$ cat config.mk
export PLATFORM = sky130hd
export DESIGN_NAME = dual_crc_record_codec_core
export DESIGN_NICKNAME = d
export VERILOG_FILES = /design/src/rtl/core/dcrc_pkg.sv /design/src/rtl/core/dual_crc_record_codec_core.sv /design/src/rtl/core/dcrc_front.sv /design/src/rtl/core/dcrc_queue.sv /design/src/rtl/core/dcrc_back.sv
export SDC_FILE = /design/constraint.sdc
export NUM_CORES = 1
export LEC_CHECK = 0
export ABC_AREA = 1
export BUFFER_PORTS_ARGS = -buffer_cell sky130_fd_sc_hd__buf_2
export CAP_MARGIN = 20
export CORE_ASPECT_RATIO = 0.8
export CORE_MARGIN = 8
export CORE_UTILIZATION = 54
export CTS_CLUSTER_DIAMETER = 30
export DETAILED_ROUTE_END_ITERATION = 10
export PLACE_DENSITY = 0.79
export SKIP_LAST_GASP = 1
export SLEW_MARGIN = 10
export SYNTH_ARGS = -nofsm -noshare
export SYNTH_HDL_FRONTEND = slang
export SYNTH_SLANG_ARGS = --single-unit
$ cat constraint.sdc
create_clock -name i_clk -period 11.82 [get_ports i_clk]
set_clock_uncertainty 0.15 [all_clocks]
set_input_delay 0.591 -clock i_clk [delete_from_list [all_inputs] [get_ports i_clk]]
set_output_delay 0.591 -clock i_clk [all_outputs]
set_load 0.1 [all_outputs]
$ cat src/rtl/core/dcrc_pkg.sv
// Shared types, constants and CRC functions for the dual-CRC record codec.
`default_nettype none
package dcrc_pkg;

    localparam int unsigned WORD_W        = 32;
    localparam int unsigned CRC_W         = 16;
    localparam int unsigned FIELD_WORDS   = 7;
    localparam int unsigned RECORD_WORDS  = 8;
    localparam int unsigned POS_W         = 3;
    localparam int unsigned QUEUE_DEPTH   = 2;
    localparam int unsigned QUEUE_AW      = 1;
    localparam int unsigned QUEUE_CW      = 2;

    localparam logic [CRC_W-1:0]  CRC_INIT    = 16'hFFFF;
    localparam logic [CRC_W-1:0]  MODBUS_POLY = 16'hA001;
    localparam logic [CRC_W-1:0]  CCITT_POLY  = 16'h1021;
    localparam logic [WORD_W-1:0] ERASED_WORD = 32'hFFFF_FFFF;

    localparam logic [POS_W-1:0]  LAST_POS    = 3'd7;

    localparam logic OP_PACK  = 1'b0;
    localparam logic OP_CHECK = 1'b1;

    localparam logic KIND_RECORD_WORD = 1'b0;
    localparam logic KIND_VERDICT     = 1'b1;

    typedef enum logic [1:0] {
        VERDICT_EMPTY      = 2'd0,
        VERDICT_HALF       = 2'd1,
        VERDICT_UNFINISHED = 2'd2,
        VERDICT_OK         = 2'd3
    } t_verdict;

    typedef enum logic [1:0] {
        ITEM_PACK       = 2'd0,
        ITEM_CHECK_MID  = 2'd1,
        ITEM_CHECK_LAST = 2'd2
    } t_item_kind;

    // One queued item: pack uses all words, check uses words[0] as the slot word
    typedef struct packed {
        t_item_kind                      kind;
        logic [FIELD_WORDS-1:0][WORD_W-1:0] words;
    } t_entry;

    // MODBUS CRC over a 32-bit word, bytes low first, bits LSB first
    function automatic logic [CRC_W-1:0] modbus_word(input logic [CRC_W-1:0] crc_in,
                                                     input logic [WORD_W-1:0] data);
        logic [CRC_W-1:0] crc;
        logic             fb;
        crc = crc_in;
        for (int i = 0; i < WORD_W; i++) begin
            fb  = crc[0] ^ data[i];
            crc = {1'b0, crc[CRC_W-1:1]};
            if (fb) begin
                crc = crc ^ MODBUS_POLY;
            end
        end
        return crc;
    endfunction

    // CCITT-FALSE CRC over the low nbytes of a word, bytes low first, bits MSB first
    function automatic logic [CRC_W-1:0] ccitt_bytes(input logic [CRC_W-1:0] crc_in,
                                                     input logic [WORD_W-1:0] data,
                                                     input int unsigned nbytes);
        logic [CRC_W-1:0] crc;
        logic             fb;
        crc = crc_in;
        for (int k = 0; k < 4; k++) begin
            if (k < nbytes) begin
                for (int b = 7; b >= 0; b--) begin
                    fb  = crc[CRC_W-1] ^ data[8*k+b];
                    crc = {crc[CRC_W-2:0], 1'b0};
                    if (fb) begin
                        crc = crc ^ CCITT_POLY;
                    end
                end
            end
        end
        return crc;
    endfunction

endpackage
`default_nettype wire

$ cat src/rtl/core/dual_crc_record_codec_core.sv
// Top level of the dual-CRC record codec: front end, queue and back end.
// An accepted beat is written into the queue; a record word or verdict is then loaded from
// the queue head into the output register once it is free (mid slot words give no output).
// Throughput: one slot word per cycle while the queue has room; a pack item emits eight record
// words, one per cycle while not stalled, through the back end's single output register.
// Reset (i_rst_n, synchronous, active low) empties the queue, drops the output beat and
// returns the check CRCs, erased flag and word position to their start values.
`default_nettype none
module dual_crc_record_codec_core
    import dcrc_pkg::*;
(
    input  wire logic                     i_clk,
    input  wire logic                     i_rst_n,
    input  wire logic                     i_valid,
    output logic                          o_stall,
    input  wire logic                     i_operation,
    input  wire logic [WORD_W-1:0]        i_sequence_number,
    input  wire logic [WORD_W-1:0]        i_time_seconds,
    input  wire logic signed [WORD_W-1:0] i_temperature_value,
    input  wire logic [WORD_W-1:0]        i_humidity_value,
    input  wire logic [WORD_W-1:0]        i_pressure_value,
    input  wire logic [WORD_W-1:0]        i_adc_first,
    input  wire logic [WORD_W-1:0]        i_adc_second,
    input  wire logic [WORD_W-1:0]        i_slot_word,
    output logic                          o_valid,
    input  wire logic                     i_stall,
    output logic                          o_result_kind,
    output logic [WORD_W-1:0]             o_packed_word,
    output logic [1:0]                    o_slot_verdict,
    output logic                          o_last_word
);

    logic   push;
    logic   pop;
    logic   q_full;
    logic   q_empty;
    t_entry push_entry;
    t_entry head_entry;

    assign o_stall = q_full;

    dcrc_front u_front (
        .i_clk               (i_clk),
        .i_rst_n             (i_rst_n),
        .i_valid             (i_valid),
        .i_operation         (i_operation),
        .i_sequence_number   (i_sequence_number),
        .i_time_seconds      (i_time_seconds),
        .i_temperature_value (i_temperature_value),
        .i_humidity_value    (i_humidity_value),
        .i_pressure_value    (i_pressure_value),
        .i_adc_first         (i_adc_first),
        .i_adc_second        (i_adc_second),
        .i_slot_word         (i_slot_word),
        .i_queue_full        (q_full),
        .o_push              (push),
        .o_entry             (push_entry)
    );

    dcrc_queue u_queue (
        .i_clk   (i_clk),
        .i_rst_n (i_rst_n),
        .i_push  (push),
        .i_entry (push_entry),
        .i_pop   (pop),
        .o_full  (q_full),
        .o_empty (q_empty),
        .o_head  (head_entry)
    );

    dcrc_back u_back (
        .i_clk          (i_clk),
        .i_rst_n        (i_rst_n),
        .i_empty        (q_empty),
        .i_head         (head_entry),
        .o_pop          (pop),
        .i_stall        (i_stall),
        .o_valid        (o_valid),
        .o_result_kind  (o_result_kind),
        .o_packed_word  (o_packed_word),
        .o_slot_verdict (o_slot_verdict),
        .o_last_word    (o_last_word)
    );

endmodule
`default_nettype wire

$ cat src/rtl/core/dcrc_front.sv
// Front end: takes input beats, tracks slot word position and tags each item.
`default_nettype none
module dcrc_front
    import dcrc_pkg::*;
(
    input  wire logic                i_clk,
    input  wire logic                i_rst_n,
    input  wire logic                i_valid,
    input  wire logic                i_operation,
    input  wire logic [WORD_W-1:0]   i_sequence_number,
    input  wire logic [WORD_W-1:0]   i_time_seconds,
    input  wire logic signed [WORD_W-1:0] i_temperature_value,
    input  wire logic [WORD_W-1:0]   i_humidity_value,
    input  wire logic [WORD_W-1:0]   i_pressure_value,
    input  wire logic [WORD_W-1:0]   i_adc_first,
    input  wire logic [WORD_W-1:0]   i_adc_second,
    input  wire logic [WORD_W-1:0]   i_slot_word,
    input  wire logic                i_queue_full,
    output logic                     o_push,
    output t_entry                   o_entry
);

    logic [POS_W-1:0] r_pos;
    logic [POS_W-1:0] n_pos;

    // accept when the queue has room
    assign o_push = i_valid && !i_queue_full;

    // classify the beat and build the queue entry
    always_comb begin
        o_entry = '0;
        n_pos   = r_pos;
        if (i_operation == OP_PACK) begin
            o_entry.kind     = ITEM_PACK;
            o_entry.words[0] = i_sequence_number;
            o_entry.words[1] = i_time_seconds;
            o_entry.words[2] = i_temperature_value;
            o_entry.words[3] = i_humidity_value;
            o_entry.words[4] = i_pressure_value;
            o_entry.words[5] = i_adc_first;
            o_entry.words[6] = i_adc_second;
            n_pos            = '0;
        end else begin
            o_entry.kind     = (r_pos == LAST_POS) ? ITEM_CHECK_LAST : ITEM_CHECK_MID;
            o_entry.words[0] = i_slot_word;
            n_pos            = r_pos + 1'b1;
        end
    end

    // slot word position
    always_ff @(posedge i_clk) begin
        if (!i_rst_n) begin
            r_pos <= '0;
        end else if (o_push) begin
            r_pos <= n_pos;
        end
    end

endmodule
`default_nettype wire

$ cat src/rtl/core/dcrc_queue.sv
// Two-entry queue between the front end and the back end.
`default_nettype none
module dcrc_queue
    import dcrc_pkg::*;
(
    input  wire logic   i_clk,
    input  wire logic   i_rst_n,
    input  wire logic   i_push,
    input  wire t_entry i_entry,
    input  wire logic   i_pop,
    output logic        o_full,
    output logic        o_empty,
    output t_entry      o_head
);

    t_entry                r_mem [QUEUE_DEPTH];
    logic [QUEUE_AW-1:0]   r_wp;
    logic [QUEUE_AW-1:0]   r_rp;
    logic [QUEUE_CW-1:0]   r_cnt;

    assign o_full  = (r_cnt == QUEUE_CW'(QUEUE_DEPTH));
    assign o_empty = (r_cnt == '0);
    assign o_head  = r_mem[r_rp];

    // storage
    always_ff @(posedge i_clk) begin
        if (i_push) begin
            r_mem[r_wp] <= i_entry;
        end
    end

    // pointers and fill count
    always_ff @(posedge i_clk) begin
        if (!i_rst_n) begin
            r_wp  <= '0;
            r_rp  <= '0;
            r_cnt <= '0;
        end else begin
            if (i_push) begin
                r_wp <= r_wp + 1'b1;
            end
            if (i_pop) begin
                r_rp <= r_rp + 1'b1;
            end
            case ({i_push, i_pop})
                2'b10:   r_cnt <= r_cnt + 1'b1;
                2'b01:   r_cnt <= r_cnt - 1'b1;
                default: r_cnt <= r_cnt;
            endcase
        end
    end

endmodule
`default_nettype wire

$ cat src/rtl/core/dcrc_back.sv
// Back end: emits record words and slot verdicts, runs the check CRCs and drives the output register.
`default_nettype none
module dcrc_back
    import dcrc_pkg::*;
(
    input  wire logic               i_clk,
    input  wire logic               i_rst_n,
    input  wire logic               i_empty,
    input  wire t_entry             i_head,
    output logic                    o_pop,
    input  wire logic               i_stall,
    output logic                    o_valid,
    output logic                    o_result_kind,
    output logic [WORD_W-1:0]       o_packed_word,
    output logic [1:0]              o_slot_verdict,
    output logic                    o_last_word
);

    logic [POS_W-1:0]  r_beat,  n_beat;
    logic [CRC_W-1:0]  r_head,  n_head;
    logic [CRC_W-1:0]  r_tail,  n_tail;
    logic              r_erased, n_erased;
    logic              r_valid, n_valid;
    logic              r_kind,  n_kind;
    logic [WORD_W-1:0] r_word,  n_word;
    t_verdict          r_verdict, n_verdict;
    logic              r_last,  n_last;

    logic              out_free;
    logic [CRC_W-1:0]  base_head;
    logic [CRC_W-1:0]  base_tail;
    logic [WORD_W-1:0] cur_word;
    logic [CRC_W-1:0]  tail_fin;
    logic              erased_fin;

    assign out_free  = !r_valid || !i_stall;
    assign base_head = (r_beat == '0) ? CRC_INIT : r_head;
    assign base_tail = (r_beat == '0) ? CRC_INIT : r_tail;
    assign cur_word  = i_head.words[0];
    // tail CRC closed over the two head CRC bytes (pack) or stored bytes (check)
    assign tail_fin  = (i_head.kind == ITEM_PACK)
                     ? ccitt_bytes(r_tail, {16'h0000, r_head}, 2)
                     : ccitt_bytes(r_tail, cur_word, 2);
    assign erased_fin = r_erased && (cur_word == ERASED_WORD);

    // item sequencing
    always_comb begin
        n_beat    = r_beat;
        n_head    = r_head;
        n_tail    = r_tail;
        n_erased  = r_erased;
        n_valid   = r_valid && i_stall;
        n_kind    = r_kind;
        n_word    = r_word;
        n_verdict = r_verdict;
        n_last    = r_last;
        o_pop     = 1'b0;
        if (!i_empty) begin
            case (i_head.kind)
                ITEM_PACK: begin
                    if (out_free) begin
                        n_valid   = 1'b1;
                        n_kind    = KIND_RECORD_WORD;
                        n_verdict = VERDICT_EMPTY;
                        if (r_beat == LAST_POS) begin
                            n_word   = {tail_fin, r_head};
                            n_last   = 1'b1;
                            o_pop    = 1'b1;
                            n_beat   = '0;
                            n_head   = CRC_INIT;
                            n_tail   = CRC_INIT;
                            n_erased = 1'b1;
                        end else begin
                            n_word = i_head.words[r_beat];
                            n_last = 1'b0;
                            n_head = modbus_word(base_head, i_head.words[r_beat]);
                            n_tail = ccitt_bytes(base_tail, i_head.words[r_beat], 4);
                            n_beat = r_beat + 1'b1;
                        end
                    end
                end
                ITEM_CHECK_MID: begin
                    o_pop    = 1'b1;
                    n_head   = modbus_word(r_head, cur_word);
                    n_tail   = ccitt_bytes(r_tail, cur_word, 4);
                    n_erased = r_erased && (cur_word == ERASED_WORD);
                end
                ITEM_CHECK_LAST: begin
                    if (out_free) begin
                        o_pop    = 1'b1;
                        n_valid  = 1'b1;
                        n_kind   = KIND_VERDICT;
                        n_word   = '0;
                        n_last   = 1'b0;
                        if (erased_fin) begin
                            n_verdict = VERDICT_EMPTY;
                        end else if (r_head != cur_word[CRC_W-1:0]) begin
                            n_verdict = VERDICT_HALF;
                        end else if (tail_fin != cur_word[WORD_W-1:CRC_W]) begin
                            n_verdict = VERDICT_UNFINISHED;
                        end else begin
                            n_verdict = VERDICT_OK;
                        end
                        n_head   = CRC_INIT;
                        n_tail   = CRC_INIT;
                        n_erased = 1'b1;
                    end
                end
                default: begin
                    o_pop = 1'b1;
                end
            endcase
        end
    end

    // control state
    always_ff @(posedge i_clk) begin
        if (!i_rst_n) begin
            r_beat   <= '0;
            r_head   <= CRC_INIT;
            r_tail   <= CRC_INIT;
            r_erased <= 1'b1;
            r_valid  <= 1'b0;
        end else begin
            r_beat   <= n_beat;
            r_head   <= n_head;
            r_tail   <= n_tail;
            r_erased <= n_erased;
            r_valid  <= n_valid;
        end
    end

    // output payload
    always_ff @(posedge i_clk) begin
        r_kind    <= n_kind;
        r_word    <= n_word;
        r_verdict <= n_verdict;
        r_last    <= n_last;
    end

    assign o_valid        = r_valid;
    assign o_result_kind  = r_kind;
    assign o_packed_word  = r_word;
    assign o_slot_verdict = r_verdict;
    assign o_last_word    = r_last;

endmodule
`default_nettype wire

==> flow_metrics.env <==
export IMPL_gr_total_overflow=0
export IMPL_postCtsSetupBuffers=0
export IMPL_drive_gt1_share_pct=19.59
export IMPL_drc=0
export IMPL_grt_antenna_before_repair=0
export IMPL_worst_setup_path_start_kind="flop"
export IMPL_synth_warnings=0
export IMPL_track_usage_pct=27.77
export IMPL_wl_per_cell_um=20.84
export IMPL_die_y_um=227.0
export IMPL_grt_max_degree=144
export IMPL_setup_tns_final_ps=0
export IMPL_place_hpwl_mm=62.54
export IMPL_clock_sinks=533
export IMPL_fp_coreArea_sq_mm=0.05511
export IMPL_fin_crit_ps=6756
export IMPL_htreeDepth=3
export IMPL_drv_slew=0
export IMPL_synth_edf_count=488
export IMPL_hold_violations=0
export IMPL_yosysSeqAreaShare_pct=51.78
export IMPL_relSlewSlack_pct=17.88
export IMPL_vias=24541
export IMPL_start_util_pct=54.51
export IMPL_clk_pin_slew_ps=50
export IMPL_synth_cells=3258
export IMPL_endpoint_kind="flop"
export IMPL_path_class="flop to flop"
export IMPL_finalWirelength_mm=91.05
export IMPL_num_rows=77
export IMPL_ys_flop_type="edfxtp_1"
export IMPL_worstPathRequired_ps=12250
export IMPL_async_reset_ff_share_pct=0
export IMPL_avgSynthCellArea_sq_um=9.220
export IMPL_antenna_left=0
export IMPL_hold_path_cell_count=3
export IMPL_ff2ff_path_depth=20
export IMPL_period_share_pct=57.15
export IMPL_io_pins=299
export IMPL_post_cts_resized=0
export IMPL_synth_seq_cells=533
export IMPL_ctsHoldBuffers=0
export IMPL_worst_hold_slack_ps=98.38
export IMPL_numCtsBuffers=96
export IMPL_grt_pass1_vias=23490
export IMPL_max_slew_worst_pin_slew_ps=1219
export IMPL_grt_pass1_wl_mm=135.1
export IMPL_path_max_fanout=88
export IMPL_drt_iter0_drc=3391
export IMPL_root_buffer="clkbuf_16"
export IMPL_syn_area_sq_mm=0.03004
export IMPL_cap_violations=0
export IMPL_max_freq_mhz=148.0
export IMPL_clk_path_buf_depth=3
export IMPL_io_buffers=298
export IMPL_synth_nets=3529
export IMPL_cp_data_arrival_time_ps=7180
export IMPL_die_width_um=279.7
export IMPL_rsz0062_at_grt="false"
export IMPL_gp_congestion=1.138
export IMPL_viasPerCell=5.616
export IMPL_first_pass_iters=8
export IMPL_nNetsFinal=3807
export IMPL_cts_tree="done"
export IMPL_clock_latency_ps=660
export IMPL_min_path_type="input pin to flop"
export IMPL_synth_cell_types=63
export IMPL_outcome="completed"
export IMPL_areaGrowthSynthToFinish_pct=16.91
export IMPL_finalSetupViolations=0
export IMPL_fp_dieArea_sq_mm=0.06348
[through the flow]
step / setup slack (ps) / util [%] / area, sq um / cells
floorplan: 711.4 / - / 30040 / 3258
global placement: 5437 / 57.74 / 31820 / 4188
detailed placement: 5360 / 57.74 / 31820 / 4188
CTS: 5357 / 63.72 / 35110 / 4369
global route: 4798 / 63.72 / 35110 / 4369
finish: 5064 / 63.72 / 35120 / 4370
[routing by layer]
metal,vias up,share of wire (%),track usage (%)
li1,11297,-,-
met1,11538,38,36.30
met2,1490,46,43.85
met3,214,12,8.604
met4,2,3.2,9.443
met5,-,0.11,1.130
[state kept, by name, summed over array words and instances, names as in the netlist, 2 cells and up, named ones only]
| register | count |
|---|---|
| u_back.o_slot_verdict | 2 |
| u_back.r_beat | 3 |
| u_back.o_packed_word | 32 |
| u_back.r_tail | 16 |
| u_queue.r_mem | 452 |
| u_back.r_head | 16 |
| u_front.r_pos | 3 |
| u_queue.r_cnt | 2 |
[layout make-up]
class	count	area (sq um)
Inverter	401	1514
Clock inverter	75	802.0
Timing Repair Buffer	331	1773
Antenna cell	1	2.502
Tap cell	750	938.4
Fill cell	4295	19990
Clock buffer	106	2492
Multi-Input combinational cell	2173	12030
Sequential cell	533	15560
[critical path, stage by stage (launching register included)]
cell,delay (ps)
dfxtp_4,470
inv_6,510
buf_4,720
nand2_1,220
nand2_2,270
xor2_2,160
or2_2,320
nand2_1,170
or2_1,130
nand2_1,130
xnor2_1,510
xnor2_1,260
xor2_1,460
xor2_1,490
xnor2_1,340
xnor2_1,430
or2_2,180
nand3_1,60
a21oi_1,390
o21ai_1,170
o211ai_1,110
[placed cells by master, fill, tap and decap left out, drive strengths merged, types with 11 or more instances in the layout]
master and instances:
a21oi 59, clkbuf 107, dfxtp 45, nand2 659, inv 417, o211ai 52
buf 330, or2 43, clkinv 43, o21ai 271, nor2 432, nand3 219
xor2 226, o221ai 11, xnor2 82, edfxtp 488, o22ai 49
[path summary, 6_finish.rpt]
check,from,slack [ps],to
max,flop,5060,u_back.r_tail[15]$_SDFFE_PN1P_
min,i_sequence_number[20],100,u_queue.r_mem[1][20]$_DFFE_PP_
max reg2reg,flop,5060,u_back.r_tail[15]$_SDFFE_PN1P_
min reg2reg,u_queue.r_rp$_SDFFE_PN0P_,310,u_queue.r_rp$_SDFFE_PN0P_
[kinds of logic after synthesis]
group / count (synthesis) / share of synthesized area [%]
muxes: 6 / 0.2999
DFF: 533 / 51.78
xor gates and xnor gates: 308 / 10.13
and+or+nand+nor: 1378 / 19.95
adders and majority gates: 10 / 0.4165
AOI/OAI and AO/OA: 471 / 9.164
buffers and inverters: 552 / 8.260
[synth_stat cells (33+ instances only)]
cell type / n / share of area (%)
nand2_1: 581 / 7.3
o211ai_1: 49 / 1.2
dfxtp_1: 45 / 3.0
nor2_1: 429 / 5.4
xor2_2: 33 / 1.8
xnor2_1: 73 / 2.1
buf_2: 35 / 0.58
inv_1: 384 / 4.8
o21ai_0: 218 / 3.6
edfxtp_1: 488 / 49
nand2_2: 70 / 1.5
nand3_1: 196 / 3.3
a21oi_1: 58 / 0.97
o22ai_1: 49 / 1.0
xor2_1: 192 / 5.6
clkbuf_1: 57 / 0.71
o21ai_1: 44 / 0.73
Power is left out: the tool's default activity adds up to more than one toggle a clock period on the data nets, which glitch-free logic cannot reach.
